[src/design/rwbs_pkg.sv]
// Package with codes, widths and the table entry type of the backend selector.
`timescale 1ns / 1ps
`default_nettype none

package rwbs_pkg;

  localparam int REQ_W  = 3;
  localparam int ID_W   = 5;
  localparam int KIND_W = 3;
  localparam int LAG_W  = 32;
  localparam int ACT_W  = 16;
  localparam int ST_W   = 2;

  localparam int MAX_BACKENDS_DEFAULT = 16;

  localparam logic [LAG_W-1:0] LAG_LIMIT_RESET = 32'd5000;
  localparam logic [ACT_W-1:0] ACT_MAX         = 16'hFFFF;

  localparam logic [REQ_W-1:0] REQ_ADD     = 3'd0;
  localparam logic [REQ_W-1:0] REQ_UPDATE  = 3'd1;
  localparam logic [REQ_W-1:0] REQ_SELECT  = 3'd2;
  localparam logic [REQ_W-1:0] REQ_ACQUIRE = 3'd3;
  localparam logic [REQ_W-1:0] REQ_RELEASE = 3'd4;

  localparam logic [KIND_W-1:0] KIND_READ  = 3'd0;
  localparam logic [KIND_W-1:0] KIND_WRITE = 3'd1;
  localparam logic [KIND_W-1:0] KIND_TXN   = 3'd2;
  localparam logic [KIND_W-1:0] KIND_SESS  = 3'd3;

  localparam logic [ST_W-1:0] ST_OK      = 2'd0;
  localparam logic [ST_W-1:0] ST_NONE    = 2'd1;
  localparam logic [ST_W-1:0] ST_FULL    = 2'd2;
  localparam logic [ST_W-1:0] ST_UNKNOWN = 2'd3;

  localparam logic ROLE_PRIMARY = 1'b0;
  localparam logic ROLE_REPLICA = 1'b1;

  typedef struct packed {
    logic             role;
    logic             healthy;
    logic [LAG_W-1:0] lag;
    logic [ACT_W-1:0] active;
  } entry_t;

endpackage

`default_nettype wire

[src/design/rwbs_ifs.sv]
// Channel interfaces of the selector: request, result and configuration write.
`timescale 1ns / 1ps
`default_nettype none

interface rwbs_req_if;
  logic                        valid;
  logic                        ready;
  logic [rwbs_pkg::REQ_W-1:0]  req_type;
  logic [rwbs_pkg::ID_W-1:0]   tgt_id;
  logic                        role;
  logic [rwbs_pkg::KIND_W-1:0] query_kind;
  logic                        healthy;
  logic [rwbs_pkg::LAG_W-1:0]  lag_ms;

  modport source (output valid, req_type, tgt_id, role, query_kind, healthy, lag_ms,
                  input ready);
  modport sink (input valid, req_type, tgt_id, role, query_kind, healthy, lag_ms,
                output ready);
endinterface

interface rwbs_res_if;
  logic                      valid;
  logic                      ready;
  logic [rwbs_pkg::ST_W-1:0] status;
  logic [rwbs_pkg::ID_W-1:0] selected_id;

  modport source (output valid, status, selected_id, input ready);
  modport sink (input valid, status, selected_id, output ready);
endinterface

interface rwbs_cfg_if;
  logic                       valid;
  logic                       ready;
  logic [rwbs_pkg::LAG_W-1:0] data;

  modport source (output valid, data, input ready);
  modport sink (input valid, data, output ready);
endinterface

`default_nettype wire

[src/design/rwbs_ram.sv]
// Generic single-write, single-read RAM with a registered read port.
`timescale 1ns / 1ps
`default_nettype none

module rwbs_ram #(
  parameter int WIDTH = 8,
  parameter int DEPTH = 16
) (
  input  logic                                  clk,
  input  logic                                  we,
  input  logic [((DEPTH > 1) ? $clog2(DEPTH) : 1)-1:0] waddr,
  input  logic [WIDTH-1:0]                      wdata,
  input  logic [((DEPTH > 1) ? $clog2(DEPTH) : 1)-1:0] raddr,
  output logic [WIDTH-1:0]                      rdata
);

  logic [WIDTH-1:0] mem [DEPTH];

  always_ff @(posedge clk) begin
    if (we) begin
      mem[waddr] <= wdata;
    end
    rdata <= mem[raddr];
  end

endmodule

`default_nettype wire

[src/design/read_write_backend_selector.sv]
// Add, table full, unknown id and no-candidate requests go from the idle state to S_DONE;
// update, acquire, release and session selects pass S_RMW first (table read, then a write for
// all but the session select). A select without session scans the table once, newest entry
// first, one entry per cycle through the table RAM port and one comparator, then S_PICK. The
// next request can transfer once S_DONE has loaded the result register, which waits while the
// last result is stalled. Reset (synchronous, rst_n low) empties the table, sets the lag limit
// to 5000 and drops any pending result; entries hold no value until their backend is added.
`timescale 1ns / 1ps
`default_nettype none

module read_write_backend_selector #(
  parameter int MAX_BACKENDS = rwbs_pkg::MAX_BACKENDS_DEFAULT
) (
  input  logic       clk,
  input  logic       rst_n,
  rwbs_req_if.sink   in_chan,
  rwbs_res_if.source out_chan,
  rwbs_cfg_if.sink   cfg_chan
);

  localparam int CW  = $clog2(MAX_BACKENDS + 1);
  localparam int AW  = (MAX_BACKENDS > 1) ? $clog2(MAX_BACKENDS) : 1;
  localparam int AW1 = AW + 1;
  localparam int KW  = (CW > rwbs_pkg::ID_W) ? CW : rwbs_pkg::ID_W;
  localparam int EW  = $bits(rwbs_pkg::entry_t);

  localparam logic [2:0] S_IDLE = 3'd0;
  localparam logic [2:0] S_RMW  = 3'd1;
  localparam logic [2:0] S_SCAN = 3'd2;
  localparam logic [2:0] S_PICK = 3'd3;
  localparam logic [2:0] S_DONE = 3'd4;

  logic [2:0]                     state_r, state_nxt;
  logic [CW-1:0]                  count_r, count_nxt;
  logic [rwbs_pkg::LAG_W-1:0]     lag_limit_r, lag_limit_nxt;
  logic [rwbs_pkg::REQ_W-1:0]     req_type_r, req_type_nxt;
  logic [rwbs_pkg::ID_W-1:0]      req_id_r, req_id_nxt;
  logic                           req_hl_r, req_hl_nxt;
  logic [rwbs_pkg::LAG_W-1:0]     req_lag_r, req_lag_nxt;
  logic                           is_read_r, is_read_nxt;
  logic [AW-1:0]                  tgt_idx_r, tgt_idx_nxt;
  logic [AW-1:0]                  scan_idx_r, scan_idx_nxt;
  logic                           pri_found_r, pri_found_nxt;
  logic [AW-1:0]                  pri_idx_r, pri_idx_nxt;
  logic                           rep_found_r, rep_found_nxt;
  logic [AW-1:0]                  rep_idx_r, rep_idx_nxt;
  logic [rwbs_pkg::ACT_W-1:0]     rep_act_r, rep_act_nxt;
  logic [rwbs_pkg::LAG_W-1:0]     rep_lag_r, rep_lag_nxt;
  logic [rwbs_pkg::ST_W-1:0]      res_status_r, res_status_nxt;
  logic [rwbs_pkg::ID_W-1:0]      res_id_r, res_id_nxt;
  logic                           out_valid_r, out_valid_nxt;
  logic [rwbs_pkg::ST_W-1:0]      out_status_r, out_status_nxt;
  logic [rwbs_pkg::ID_W-1:0]      out_id_r, out_id_nxt;

  logic                           ram_we;
  logic [AW-1:0]                  ram_waddr, ram_raddr;
  rwbs_pkg::entry_t               wr_e, rd_e;
  logic [EW-1:0]                  ram_rdata;

  logic                           accept;
  logic [KW-1:0]                  id_ext, cnt_ext;
  logic                           id_known, full;
  logic [AW-1:0]                  id_idx, last_idx;
  logic                           pri_hit, rep_ok, rep_better;

  rwbs_ram #(
    .WIDTH (EW),
    .DEPTH (MAX_BACKENDS)
  ) u_table (
    .clk   (clk),
    .we    (ram_we),
    .waddr (ram_waddr),
    .wdata (wr_e),
    .raddr (ram_raddr),
    .rdata (ram_rdata)
  );

  assign rd_e = rwbs_pkg::entry_t'(ram_rdata);

  assign in_chan.ready        = (state_r == S_IDLE);
  assign cfg_chan.ready       = 1'b1;
  assign out_chan.valid       = out_valid_r;
  assign out_chan.status      = out_status_r;
  assign out_chan.selected_id = out_id_r;

  assign accept   = in_chan.valid && (state_r == S_IDLE);
  assign id_ext   = KW'(in_chan.tgt_id);
  assign cnt_ext  = KW'(count_r);
  assign id_known = (id_ext != '0) && (id_ext <= cnt_ext);
  assign id_idx   = AW'(id_ext - KW'(1));
  assign last_idx = AW'(cnt_ext - KW'(1));
  assign full     = (count_r >= CW'(MAX_BACKENDS));

  // Scan comparator: newest healthy primary, and the healthy replica under the lag limit with
  // fewest connections, then lag; entries come newest first, so ties on both keep the held one.
  assign pri_hit    = (rd_e.role == rwbs_pkg::ROLE_PRIMARY) && rd_e.healthy;
  assign rep_ok     = (rd_e.role == rwbs_pkg::ROLE_REPLICA) && rd_e.healthy &&
                      (rd_e.lag < lag_limit_r);
  assign rep_better = !rep_found_r || (rd_e.active < rep_act_r) ||
                      ((rd_e.active == rep_act_r) && (rd_e.lag < rep_lag_r));

  always_comb begin
    state_nxt      = state_r;
    count_nxt      = count_r;
    lag_limit_nxt  = lag_limit_r;
    req_type_nxt   = req_type_r;
    req_id_nxt     = req_id_r;
    req_hl_nxt     = req_hl_r;
    req_lag_nxt    = req_lag_r;
    is_read_nxt    = is_read_r;
    tgt_idx_nxt    = tgt_idx_r;
    scan_idx_nxt   = scan_idx_r;
    pri_found_nxt  = pri_found_r;
    pri_idx_nxt    = pri_idx_r;
    rep_found_nxt  = rep_found_r;
    rep_idx_nxt    = rep_idx_r;
    rep_act_nxt    = rep_act_r;
    rep_lag_nxt    = rep_lag_r;
    res_status_nxt = res_status_r;
    res_id_nxt     = res_id_r;
    out_valid_nxt  = out_valid_r && !out_chan.ready;
    out_status_nxt = out_status_r;
    out_id_nxt     = out_id_r;
    ram_we         = 1'b0;
    ram_waddr      = tgt_idx_r;
    ram_raddr      = id_idx;
    wr_e           = rd_e;

    if (cfg_chan.valid) begin
      lag_limit_nxt = cfg_chan.data;
    end

    unique case (state_r)
      S_IDLE: begin
        if (accept) begin
          req_type_nxt   = in_chan.req_type;
          req_id_nxt     = in_chan.tgt_id;
          req_hl_nxt     = in_chan.healthy;
          req_lag_nxt    = in_chan.lag_ms;
          is_read_nxt    = (in_chan.query_kind == rwbs_pkg::KIND_READ);
          tgt_idx_nxt    = id_idx;
          res_status_nxt = rwbs_pkg::ST_NONE;
          res_id_nxt     = '0;
          state_nxt      = S_DONE;
          unique case (in_chan.req_type) inside
            rwbs_pkg::REQ_ADD: begin
              if (full) begin
                res_status_nxt = rwbs_pkg::ST_FULL;
              end else begin
                ram_we         = 1'b1;
                ram_waddr      = AW'(count_r);
                wr_e.role      = in_chan.role;
                wr_e.healthy   = 1'b1;
                wr_e.lag       = '0;
                wr_e.active    = '0;
                count_nxt      = count_r + CW'(1);
                res_status_nxt = rwbs_pkg::ST_OK;
                res_id_nxt     = rwbs_pkg::ID_W'(cnt_ext + KW'(1));
              end
            end
            rwbs_pkg::REQ_SELECT: begin
              if (in_chan.tgt_id != '0) begin
                if (id_known) begin
                  state_nxt = S_RMW;
                end else begin
                  res_status_nxt = rwbs_pkg::ST_UNKNOWN;
                end
              end else if ((in_chan.query_kind inside {rwbs_pkg::KIND_READ,
                                                       rwbs_pkg::KIND_WRITE,
                                                       rwbs_pkg::KIND_TXN,
                                                       rwbs_pkg::KIND_SESS}) &&
                           (count_r != '0)) begin
                ram_raddr     = last_idx;
                scan_idx_nxt  = last_idx;
                pri_found_nxt = 1'b0;
                rep_found_nxt = 1'b0;
                state_nxt     = S_SCAN;
              end
            end
            rwbs_pkg::REQ_UPDATE, rwbs_pkg::REQ_ACQUIRE, rwbs_pkg::REQ_RELEASE: begin
              if (id_known) begin
                state_nxt = S_RMW;
              end else begin
                res_status_nxt = rwbs_pkg::ST_UNKNOWN;
              end
            end
            default: begin
              res_status_nxt = rwbs_pkg::ST_NONE;
            end
          endcase
        end
      end

      S_RMW: begin
        res_status_nxt = rwbs_pkg::ST_OK;
        res_id_nxt     = req_id_r;
        state_nxt      = S_DONE;
        case (req_type_r)
          rwbs_pkg::REQ_UPDATE: begin
            ram_we       = 1'b1;
            wr_e.healthy = req_hl_r;
            wr_e.lag     = req_lag_r;
          end
          rwbs_pkg::REQ_ACQUIRE: begin
            ram_we = 1'b1;
            if (rd_e.active != rwbs_pkg::ACT_MAX) begin
              wr_e.active = rd_e.active + rwbs_pkg::ACT_W'(1);
            end
          end
          rwbs_pkg::REQ_RELEASE: begin
            ram_we = 1'b1;
            if (rd_e.active != '0) begin
              wr_e.active = rd_e.active - rwbs_pkg::ACT_W'(1);
            end
          end
          default: begin
            // Session select: the named backend only if it is healthy.
            if (!rd_e.healthy) begin
              res_status_nxt = rwbs_pkg::ST_NONE;
              res_id_nxt     = '0;
            end
          end
        endcase
      end

      S_SCAN: begin
        // Read data belongs to scan_idx_r; the next lower entry is addressed meanwhile.
        ram_raddr = scan_idx_r - AW'(1);
        if (!pri_found_r && pri_hit) begin
          pri_found_nxt = 1'b1;
          pri_idx_nxt   = scan_idx_r;
        end
        if (rep_ok && rep_better) begin
          rep_found_nxt = 1'b1;
          rep_idx_nxt   = scan_idx_r;
          rep_act_nxt   = rd_e.active;
          rep_lag_nxt   = rd_e.lag;
        end
        scan_idx_nxt = scan_idx_r - AW'(1);
        if (scan_idx_r == '0) begin
          state_nxt = S_PICK;
        end
      end

      S_PICK: begin
        state_nxt = S_DONE;
        if (is_read_r && rep_found_r) begin
          res_status_nxt = rwbs_pkg::ST_OK;
          res_id_nxt     = rwbs_pkg::ID_W'({1'b0, rep_idx_r} + AW1'(1));
        end else if (pri_found_r) begin
          res_status_nxt = rwbs_pkg::ST_OK;
          res_id_nxt     = rwbs_pkg::ID_W'({1'b0, pri_idx_r} + AW1'(1));
        end else begin
          res_status_nxt = rwbs_pkg::ST_NONE;
          res_id_nxt     = '0;
        end
      end

      S_DONE: begin
        if (!out_valid_r || out_chan.ready) begin
          out_valid_nxt  = 1'b1;
          out_status_nxt = res_status_r;
          out_id_nxt     = res_id_r;
          state_nxt      = S_IDLE;
        end
      end

      default: begin
        state_nxt = S_IDLE;
      end
    endcase
  end

  always_ff @(posedge clk) begin
    if (!rst_n) begin
      state_r     <= S_IDLE;
      count_r     <= '0;
      lag_limit_r <= rwbs_pkg::LAG_LIMIT_RESET;
      out_valid_r <= 1'b0;
    end else begin
      state_r     <= state_nxt;
      count_r     <= count_nxt;
      lag_limit_r <= lag_limit_nxt;
      out_valid_r <= out_valid_nxt;
    end
  end

  always_ff @(posedge clk) begin
    req_type_r   <= req_type_nxt;
    req_id_r     <= req_id_nxt;
    req_hl_r     <= req_hl_nxt;
    req_lag_r    <= req_lag_nxt;
    is_read_r    <= is_read_nxt;
    tgt_idx_r    <= tgt_idx_nxt;
    scan_idx_r   <= scan_idx_nxt;
    pri_found_r  <= pri_found_nxt;
    pri_idx_r    <= pri_idx_nxt;
    rep_found_r  <= rep_found_nxt;
    rep_idx_r    <= rep_idx_nxt;
    rep_act_r    <= rep_act_nxt;
    rep_lag_r    <= rep_lag_nxt;
    res_status_r <= res_status_nxt;
    res_id_r     <= res_id_nxt;
    out_status_r <= out_status_nxt;
    out_id_r     <= out_id_nxt;
  end

endmodule

`default_nettype wire

[src/flat_wrapper.sv]
// flat-port wrapper written by rule: the top's interface ports become plain ports
module read_write_backend_selector_flat 
#(
  parameter int MAX_BACKENDS = rwbs_pkg::MAX_BACKENDS_DEFAULT
)
  (clk, rst_n, in_chan_valid, in_chan_req_type, in_chan_tgt_id, in_chan_role, in_chan_query_kind, in_chan_healthy, in_chan_lag_ms, in_chan_ready, out_chan_valid, out_chan_status, out_chan_selected_id, out_chan_ready, cfg_chan_valid, cfg_chan_data, cfg_chan_ready);
  rwbs_req_if in_chan_i ();
  rwbs_res_if out_chan_i ();
  rwbs_cfg_if cfg_chan_i ();
  input  logic clk;
  input  logic rst_n;
  input wire logic [$bits(in_chan_i.valid)-1:0] in_chan_valid;
  input wire logic [$bits(in_chan_i.req_type)-1:0] in_chan_req_type;
  input wire logic [$bits(in_chan_i.tgt_id)-1:0] in_chan_tgt_id;
  input wire logic [$bits(in_chan_i.role)-1:0] in_chan_role;
  input wire logic [$bits(in_chan_i.query_kind)-1:0] in_chan_query_kind;
  input wire logic [$bits(in_chan_i.healthy)-1:0] in_chan_healthy;
  input wire logic [$bits(in_chan_i.lag_ms)-1:0] in_chan_lag_ms;
  output wire logic [$bits(in_chan_i.ready)-1:0] in_chan_ready;
  output wire logic [$bits(out_chan_i.valid)-1:0] out_chan_valid;
  output wire logic [$bits(out_chan_i.status)-1:0] out_chan_status;
  output wire logic [$bits(out_chan_i.selected_id)-1:0] out_chan_selected_id;
  input wire logic [$bits(out_chan_i.ready)-1:0] out_chan_ready;
  input wire logic [$bits(cfg_chan_i.valid)-1:0] cfg_chan_valid;
  input wire logic [$bits(cfg_chan_i.data)-1:0] cfg_chan_data;
  output wire logic [$bits(cfg_chan_i.ready)-1:0] cfg_chan_ready;
  assign in_chan_i.valid = in_chan_valid;
  assign in_chan_i.req_type = in_chan_req_type;
  assign in_chan_i.tgt_id = in_chan_tgt_id;
  assign in_chan_i.role = in_chan_role;
  assign in_chan_i.query_kind = in_chan_query_kind;
  assign in_chan_i.healthy = in_chan_healthy;
  assign in_chan_i.lag_ms = in_chan_lag_ms;
  assign in_chan_ready = in_chan_i.ready;
  assign out_chan_valid = out_chan_i.valid;
  assign out_chan_status = out_chan_i.status;
  assign out_chan_selected_id = out_chan_i.selected_id;
  assign out_chan_i.ready = out_chan_ready;
  assign cfg_chan_i.valid = cfg_chan_valid;
  assign cfg_chan_i.data = cfg_chan_data;
  assign cfg_chan_ready = cfg_chan_i.ready;
  read_write_backend_selector #(.MAX_BACKENDS(MAX_BACKENDS)) u_core (.clk(clk), .rst_n(rst_n), .in_chan(in_chan_i), .out_chan(out_chan_i), .cfg_chan(cfg_chan_i));
endmodule
[config.mk]
export PLATFORM = sky130hd
export DESIGN_NAME = read_write_backend_selector_flat
export DESIGN_NICKNAME = d
export VERILOG_FILES = /design/src/design/rwbs_pkg.sv /design/src/design/rwbs_ifs.sv /design/src/design/rwbs_ram.sv /design/src/design/read_write_backend_selector.sv /design/src/flat_wrapper.sv
export SDC_FILE = /design/constraint.sdc
export NUM_CORES = 1
export LEC_CHECK = 0
export ABC_AREA = 0
export BUFFER_PORTS_ARGS = -buffer_cell sky130_fd_sc_hd__buf_2
export CORE_MARGIN = 2
export CORE_UTILIZATION = 25
export CTS_BUF_LIST = sky130_fd_sc_hd__clkbuf_8
export CTS_CLUSTER_DIAMETER = 200
export CTS_CLUSTER_SIZE = 40
export DETAILED_ROUTE_END_ITERATION = 10
export PLACE_DENSITY = 0.48
export SLEW_MARGIN = 20
export SYNTH_ARGS = -nofsm -noshare
export SYNTH_HDL_FRONTEND = slang
export SYNTH_SLANG_ARGS = --single-unit
[constraint.sdc]
create_clock -name clk -period 5.9 [get_ports clk]
set_clock_uncertainty 0.05 [all_clocks]
set_input_delay 1.18 -clock clk [delete_from_list [all_inputs] [get_ports clk]]
set_output_delay 1.18 -clock clk [all_outputs]
set_load 0.005 [all_outputs]
### Word level (Yosys, flattened, before mapping)

Memory sizes are Yosys's and may differ from the RTL's. A register that Yosys moved wholly into a read port is not among the register bits.
Cells that the tools add are included.

| operators by class | value |
|---|---|
| $lt $le $gt $ge | 5 |
| eq/ne operators | 24 |
| mux-type cells | 66 |
| add/sub/neg operators | 8 |
| bitwise operators | 2 |
| reduce and logical (&&, ||, !) cells | 41 |

Operator list:

| cell | count |
|---|---|
| 50-bit two-way mux | 3 |
| 49-bit one-hot mux with 2 select lines | 1 |
| 32-bit less-than comparator | 2 |
| 4-bit two-way mux | 12 |
| 5-bit two-way mux | 7 |
| 33-bit two-way mux | 1 |
| 16-bit two-way mux | 2 |
| 16-bit one-hot mux with 2 select lines | 1 |
| 3-bit by 2-bit == test with 1-bit output, second input constant | 7 |
| 3-bit two-way mux | 6 |
| 1-bit two-way mux | 17 |
| 16-bit by 1-bit adder with 16-bit output, second input constant | 1 |
| 16-bit == test | 1 |
| 16-bit less-than comparator | 1 |
| 16-bit inequality test, second input constant | 1 |
| 4-bit one-hot mux with 2 select lines | 2 |
| 16-bit nonzero test | 1 |
| 16-bit by 1-bit subtractor with 16-bit output, second input constant | 1 |
| 5-bit one-hot mux with 3 select lines | 1 |
| 2-bit by 1-bit inequality test with 1-bit output, second input constant | 7 |
| 3-bit by 1-bit == test with 1-bit output, second input constant | 4 |
| 2-bit two-way mux | 6 |
| 2-bit one-hot mux with 3 select lines | 2 |
| 3-bit one-hot mux with 4 select lines | 1 |
| other kinds (26) | 58 |

| storage, ports and cells | value |
|---|---|
| RAM bits | 800 |
| input port bits | 82 |
| register bits after elaboration | 163 |
| memories kept | 1 |

Memories:

| name | depth | width | rd ports | clocked after Yosys merged registers in | wr ports | RTL line | source |
|---|---|---|---|---|---|---|---|
| u_core.u_table.mem | 16 | 50 | 1 | 1 | 1 | rwbs_ram.sv:17 | `logic [WIDTH-1:0] mem [DEPTH];` |

### Depth between registers and ports, before layout

| logic depth | value |
|---|---|
| word-level depth | 8 |
| gate-level depth with buffers | 15 |

### Modules after synthesis

Synthesis repeated with hierarchy kept, for this count alone.

| unflattened totals | value |
|---|---|
| cell total of the unflattened synthesis | 2270 |
| area, all modules | 40520.1 um^2 |

Modules (own cells, without submodules):

| module | seq. area each (um^2) | instances | cells each | area each (um^2) |
|---|---|---|---|---|
| rwbs_ram | 25024.0 | 1 | 1294 | 30910.9 |
| read_write_backend_selector | 4484.3 | 1 | 976 | 9609.2 |

### Worst setup path after synthesis

No wires, ideal clock.

| timing | value |
|---|---|
| path kind | input to register |
| start point | in in_chan_req_type[1] |
| end point | mem u_core.u_table.mem[1][0] in the netlist's numbering (enable) |
| setup time | 0.458 ns |
| buffers on the path | 1 |
| arrival time | 4.644 ns |
| slack | 0.748 ns |
| stages on the path | 6 |
| path through | nor2_1 nand2_1 nor3_1 clkbuf_1 a31oi_1 nor2_1 |

| on the way | value |
|---|---|
| cells in the longest elaborated chain, start to end | 6 |
| elaborated cells on any way between the ends | 9 |
| those cells by class | mux: 8; reduce/logical: 1 |

Ends and longest elaborated chain:

| what | RTL line | source |
|---|---|---|
| start, declared | flat_wrapper.sv:13 | `input wire logic [$bits(in_chan_i.req_type)-1:0] in_chan_req_type;` |
| 3-bit zero test (no line) (*) | - |  |
| 1-bit two-way mux | read_write_backend_selector.sv:145 | `unique case (in_chan.req_type) inside` |
| 1-bit two-way mux | read_write_backend_selector.sv:135 | `if (accept) begin` |
| 1-bit one-hot mux with 2 select lines | read_write_backend_selector.sv:133 | `unique case (state_r)` |
| 1-bit two-way mux | rwbs_ram.sv:20 | `if (we) begin` |
| 1-bit two-way mux (not written as such) | rwbs_ram.sv:21 | `mem[waddr] <= wdata;` |
| end, declared | rwbs_ram.sv:17 |  |

Mark *: on every way between the ends. The rest lies on a longest branch, timed or not.

### Worst setup path after layout

| timing | value |
|---|---|
| start point | reg u_core.state_r[0] |
| end point | mem u_core.u_table.mem[5][13] in the netlist's numbering (enable) |

| on the way | value |
|---|---|
| cells in the longest elaborated chain, start to end | 6 |
| elaborated cells on any way between the ends | 9 |
| those cells by class | eq/ne: 1; mux: 6; reduce/logical: 2 |

Ends and longest elaborated chain:

| what | RTL line | source |
|---|---|---|
| start, declared | read_write_backend_selector.sv:33 | `logic [2:0] state_r, state_nxt;` |
| start signal, assigned | read_write_backend_selector.sv:281 | `state_r <= state_nxt;` |
| 3-bit zero test | read_write_backend_selector.sv:86, read_write_backend_selector.sv:133 |  |
| 1-bit logical AND | read_write_backend_selector.sv:86 | `assign accept = in_chan.valid && (state_r == S_IDLE);` |
| 1-bit two-way mux | read_write_backend_selector.sv:135 |  |
| 1-bit one-hot mux with 2 select lines | read_write_backend_selector.sv:133 |  |
| 1-bit two-way mux | rwbs_ram.sv:20 |  |
| 1-bit two-way mux (not written as such) | rwbs_ram.sv:21 |  |

Several ways; a longest one is shown, not always the timed one.

==> metrics.csv <==
stage,metric,value,unit
clock_network,clk_pin_slew,0.22,ns
yosys,synth_top_cell_area_share,0.6809,
global_routing,grt.busiest_layer,met2,
power_and_ir_drop,clkPwrFrac,0.194,
sta,period_needed,4.465,ns
power_and_ir_drop,netSwitchingPower,3384,µW
route,via_count,22170,
final_layout,seq_area,29510,µm²
yosys,yosys_warnings,0,
placed_design,io_buffers,90,
yosys,yosysSeqAreaShare,0.7257,
yosys,synthTopCellsByArea,"edfxtp_1 (68%), mux2i_1 (11%), dfxtp_1 (4.5%), o22ai_1 (3.2%), ha_1 (2.9%)",
global_routing,use_met3,0.008409,
global_routing,grt-ovfl-total,0,
die,die_area,165900,µm²
clock_network,htreeDepth,1,
yosys,ys_async_sr_fraction,0,
worst_setup_path,path_max_fanout,23,
route,ant_nets,0,
global_routing,grt_pass1_wl,160.1,mm
sta,setup_tns,0,ns
worst_hold_path,hp-class,flip-flop to flip-flop,
power_and_ir_drop,leakage,0.01570,µW
clock_network,cts_tree,yes,
die,die_y,407.3,µm
yosys,ys_ff_latch,1013,
outcome,status,"complete, no violations",
final_layout,areaGrowthSynthToFinish,10.53,%
route,first_iter_violations,1793,
yosys,netlist_instances,2572,
route,routedWlPerCell,23.02,µm
sta,fmax,0.2240,GHz
worst_setup_path,crit_top_cell,buf_4,
worst_setup_path,crit_start,u_core.state_r[0],
worst_setup_path,arrival,4.93,ns
sta,final.period_utilization,0.7568,
clock_network,clock_latency,0.82,ns
route,vias_per_cell,4.569,
final_layout,final_common_cell,edfxtp_1,
yosys,syn_avg_cell_area,15.81,µm²
flow_run,drv_cap,0,
final_layout,layout_common_cells,"edfxtp_1 (922), mux2i_1 (430), o22ai_1 (209), inv_1 (119), nand2_1 (118)",
final_layout,multi_input_area,10460,µm²
worst_setup_path,endpoint_kind,flip-flop,
route,routed_wl,111.7,mm
yosys,synth.net_count,2747,
worst_setup_path,critPathLaunchType,flip-flop,
yosys,yosys.area.top_type,edfxtp_1,
die,io-pin-count,92,
yosys,ys_types,69,
clock_network,cts_resized,0,
placed_design,routabilityCongestion,0.7944,
power_and_ir_drop,swShare,0.2648,
clock_network,cts_root_buf,clkbuf_8,
yosys,ys.flop_type,edfxtp_1,
power_and_ir_drop,peakVddDrop,0.1721,mV
clock_network,post-cts-setup-buffer-count,0,
clock_network,clkSinkCount,1013,
global_routing,grtUsageMet1,0.1845,
power_and_ir_drop,seq_power_share,0.674,
worst_setup_path,critPathBufInv,2,
route,drc,0,
clock_network,cts_buffers,29,
die,start_util,0.2507,
die,die_x,407.3,µm
route,dr.pass1.iters,5,
sta,report.final.setup_viol,0,
worst_setup_path,r2r-start,u_core.state_r[0],
sta,setup_ws,1.435,ns
yosys,syn_area,40660,µm²
sta,slew_violations,0,
final_layout,fin_nets,2827,
worst_setup_path,required,6.37,ns
die,rows,148,
yosys,synth-edff-count,922,
sta,worstMarginPinSlew,1.102,ns
power_and_ir_drop,powerDensity,284.3,nW/µm²
power_and_ir_drop,p_int,9394,µW
global_routing,grt_pass1_vias,21970,
global_routing,grt_max_degree,85,
placed_design,hpwlAfterDp,65.82,mm
final_layout,drive_gt1_frac,0.09088,
global_routing,met2_usage,0.2203,
clock_network,cts.path.max_buffers,3,
final_layout,num-fill-cells,16420,
placed_design,dp_slack,1.131,ns
clock_network,cts_hold_buf,0,
worst_setup_path,slowest_delay,0.81,ns
worst_setup_path,crit_type,flip-flop to flip-flop,
die,fp.coreArea,162200,µm²
global_routing,grt_use_total,0.1298,
worst_setup_path,cp_top_family,simple AND/OR/NAND/NOR gates,
sta,timing.hold.ws,0.4007,ns
sta,hold_violations,0,
sta,slew_headroom,0.2619,
global_routing,grt_antenna_before_repair,9,
worst_setup_path,cp_slowest_cell,nor2_4,
power_and_ir_drop,combPwrFrac,0.132,
worst_hold_path,hold_path_startpoint,u_core.res_id_r[3],
final_layout,postLayoutCoreUtil,0.2771,
sta,rsz0062_at_grt,false,
worst_setup_path,crit_chain,nor2b_1 -> nand2b_1 -> or3_2 -> buf_4 -> a21oi_1 -> a32oi_1 -> nor2_4 -> buf_4,
[power by group through the flow]
stage	clock, µW	combinational, µW	sequential, µW
after floorplan	0	1100	8600
after global placement	0	1670	8780
after detailed placement	0	1690	8770
after CTS	2590	1700	8610
after global routing	2790	1870	8630
final	2480	1680	8610
[final cells by class]
class                      instances  share of cell area
tap                             2175             0.06055
timing repair buffer             165             0.03007
clock buffer                      29            0.008881
sequential                      1013              0.6566
multi-input combinational       1343              0.2328
antenna                            2           0.0001114
clock inverter                    24            0.002673
inverter                         100            0.008380
[sequential cells by signal, indices dropped and copies added (netlist names)]
register                     count
u_core.req_lag_r                32
u_core.rep_idx_r                 4
u_core.out_chan.status           2
u_core.res_status_r              2
u_core.pri_found_r               1
u_core.pri_idx_r                 4
u_core.req_type_r                3
u_core.tgt_idx_r                 4
u_core.lag_limit_r              32
u_core.rep_act_r                16
u_core.rep_lag_r                32
u_core.is_read_r                 1
u_core.rep_found_r               1
u_core.res_id_r                  5
u_core.scan_idx_r                4
u_core.req_hl_r                  1
u_core.cnt_ext                   5
u_core.req_id_r                  5
u_core.out_chan.valid            1
u_core.out_chan.selected_id      5
u_core.u_table.rdata            50
u_core.state_r                   3
u_core.u_table.mem             800
[metal layers]
metal	vias up	part of all wire
met4	6	0.015
met2	435	0.48
met5	-	0.00039
met3	73	0.034
met1	11530	0.47
li1	10120	-
[worst paths after layout]
kind	end	slack (ns)	depth (start not counted)
setup / recovery	u_core.u_table.mem[5][13]	1.43	8
hold reg to reg	u_core.out_chan.selected_id[3]	0.40	0
hold / removal	u_core.out_chan.selected_id[3]	0.40	0
setup reg to reg	u_core.u_table.mem[5][13]	1.43	8
[per-stage QoR]
step | instances | cell area [µm²] | power, µW
2_1_floorplan | 2572 | 40660 | 9702
4_1_cts | 4848 | 44900 | 12910
3_3_place_gp | 4795 | 44370 | 10450
5_1_grt | 4850 | 44940 | 13300
6_report | 4851 | 44940 | 12780
3_5_place_dp | 4795 | 44380 | 10460
[synthesized netlist by cell type, types with 19 or more instances]
cell type / count
o21ai_0: 31
clkbuf_1: 35
o22ai_1: 211
dfxtp_1: 91
nand4_1: 24
inv_1: 98
a21o_1: 24
ha_1: 93
or4_1: 50
nor2_1: 88
nand2_1: 121
a21oi_1: 44
nand3_1: 55
buf_2: 61
nor3_1: 19
mux2i_1: 430
edfxtp_1: 922
[cell families after synthesis]
family	share of synthesized area
fa+ha+maj	0.02862
flops	0.7257
compound gates	0.06068
simple gates	0.05265
other cells	0.00009222
mux	0.1058
buf+inv	0.02320
xor+xnor	0.003231
Power figures use the tool's default switching activity.
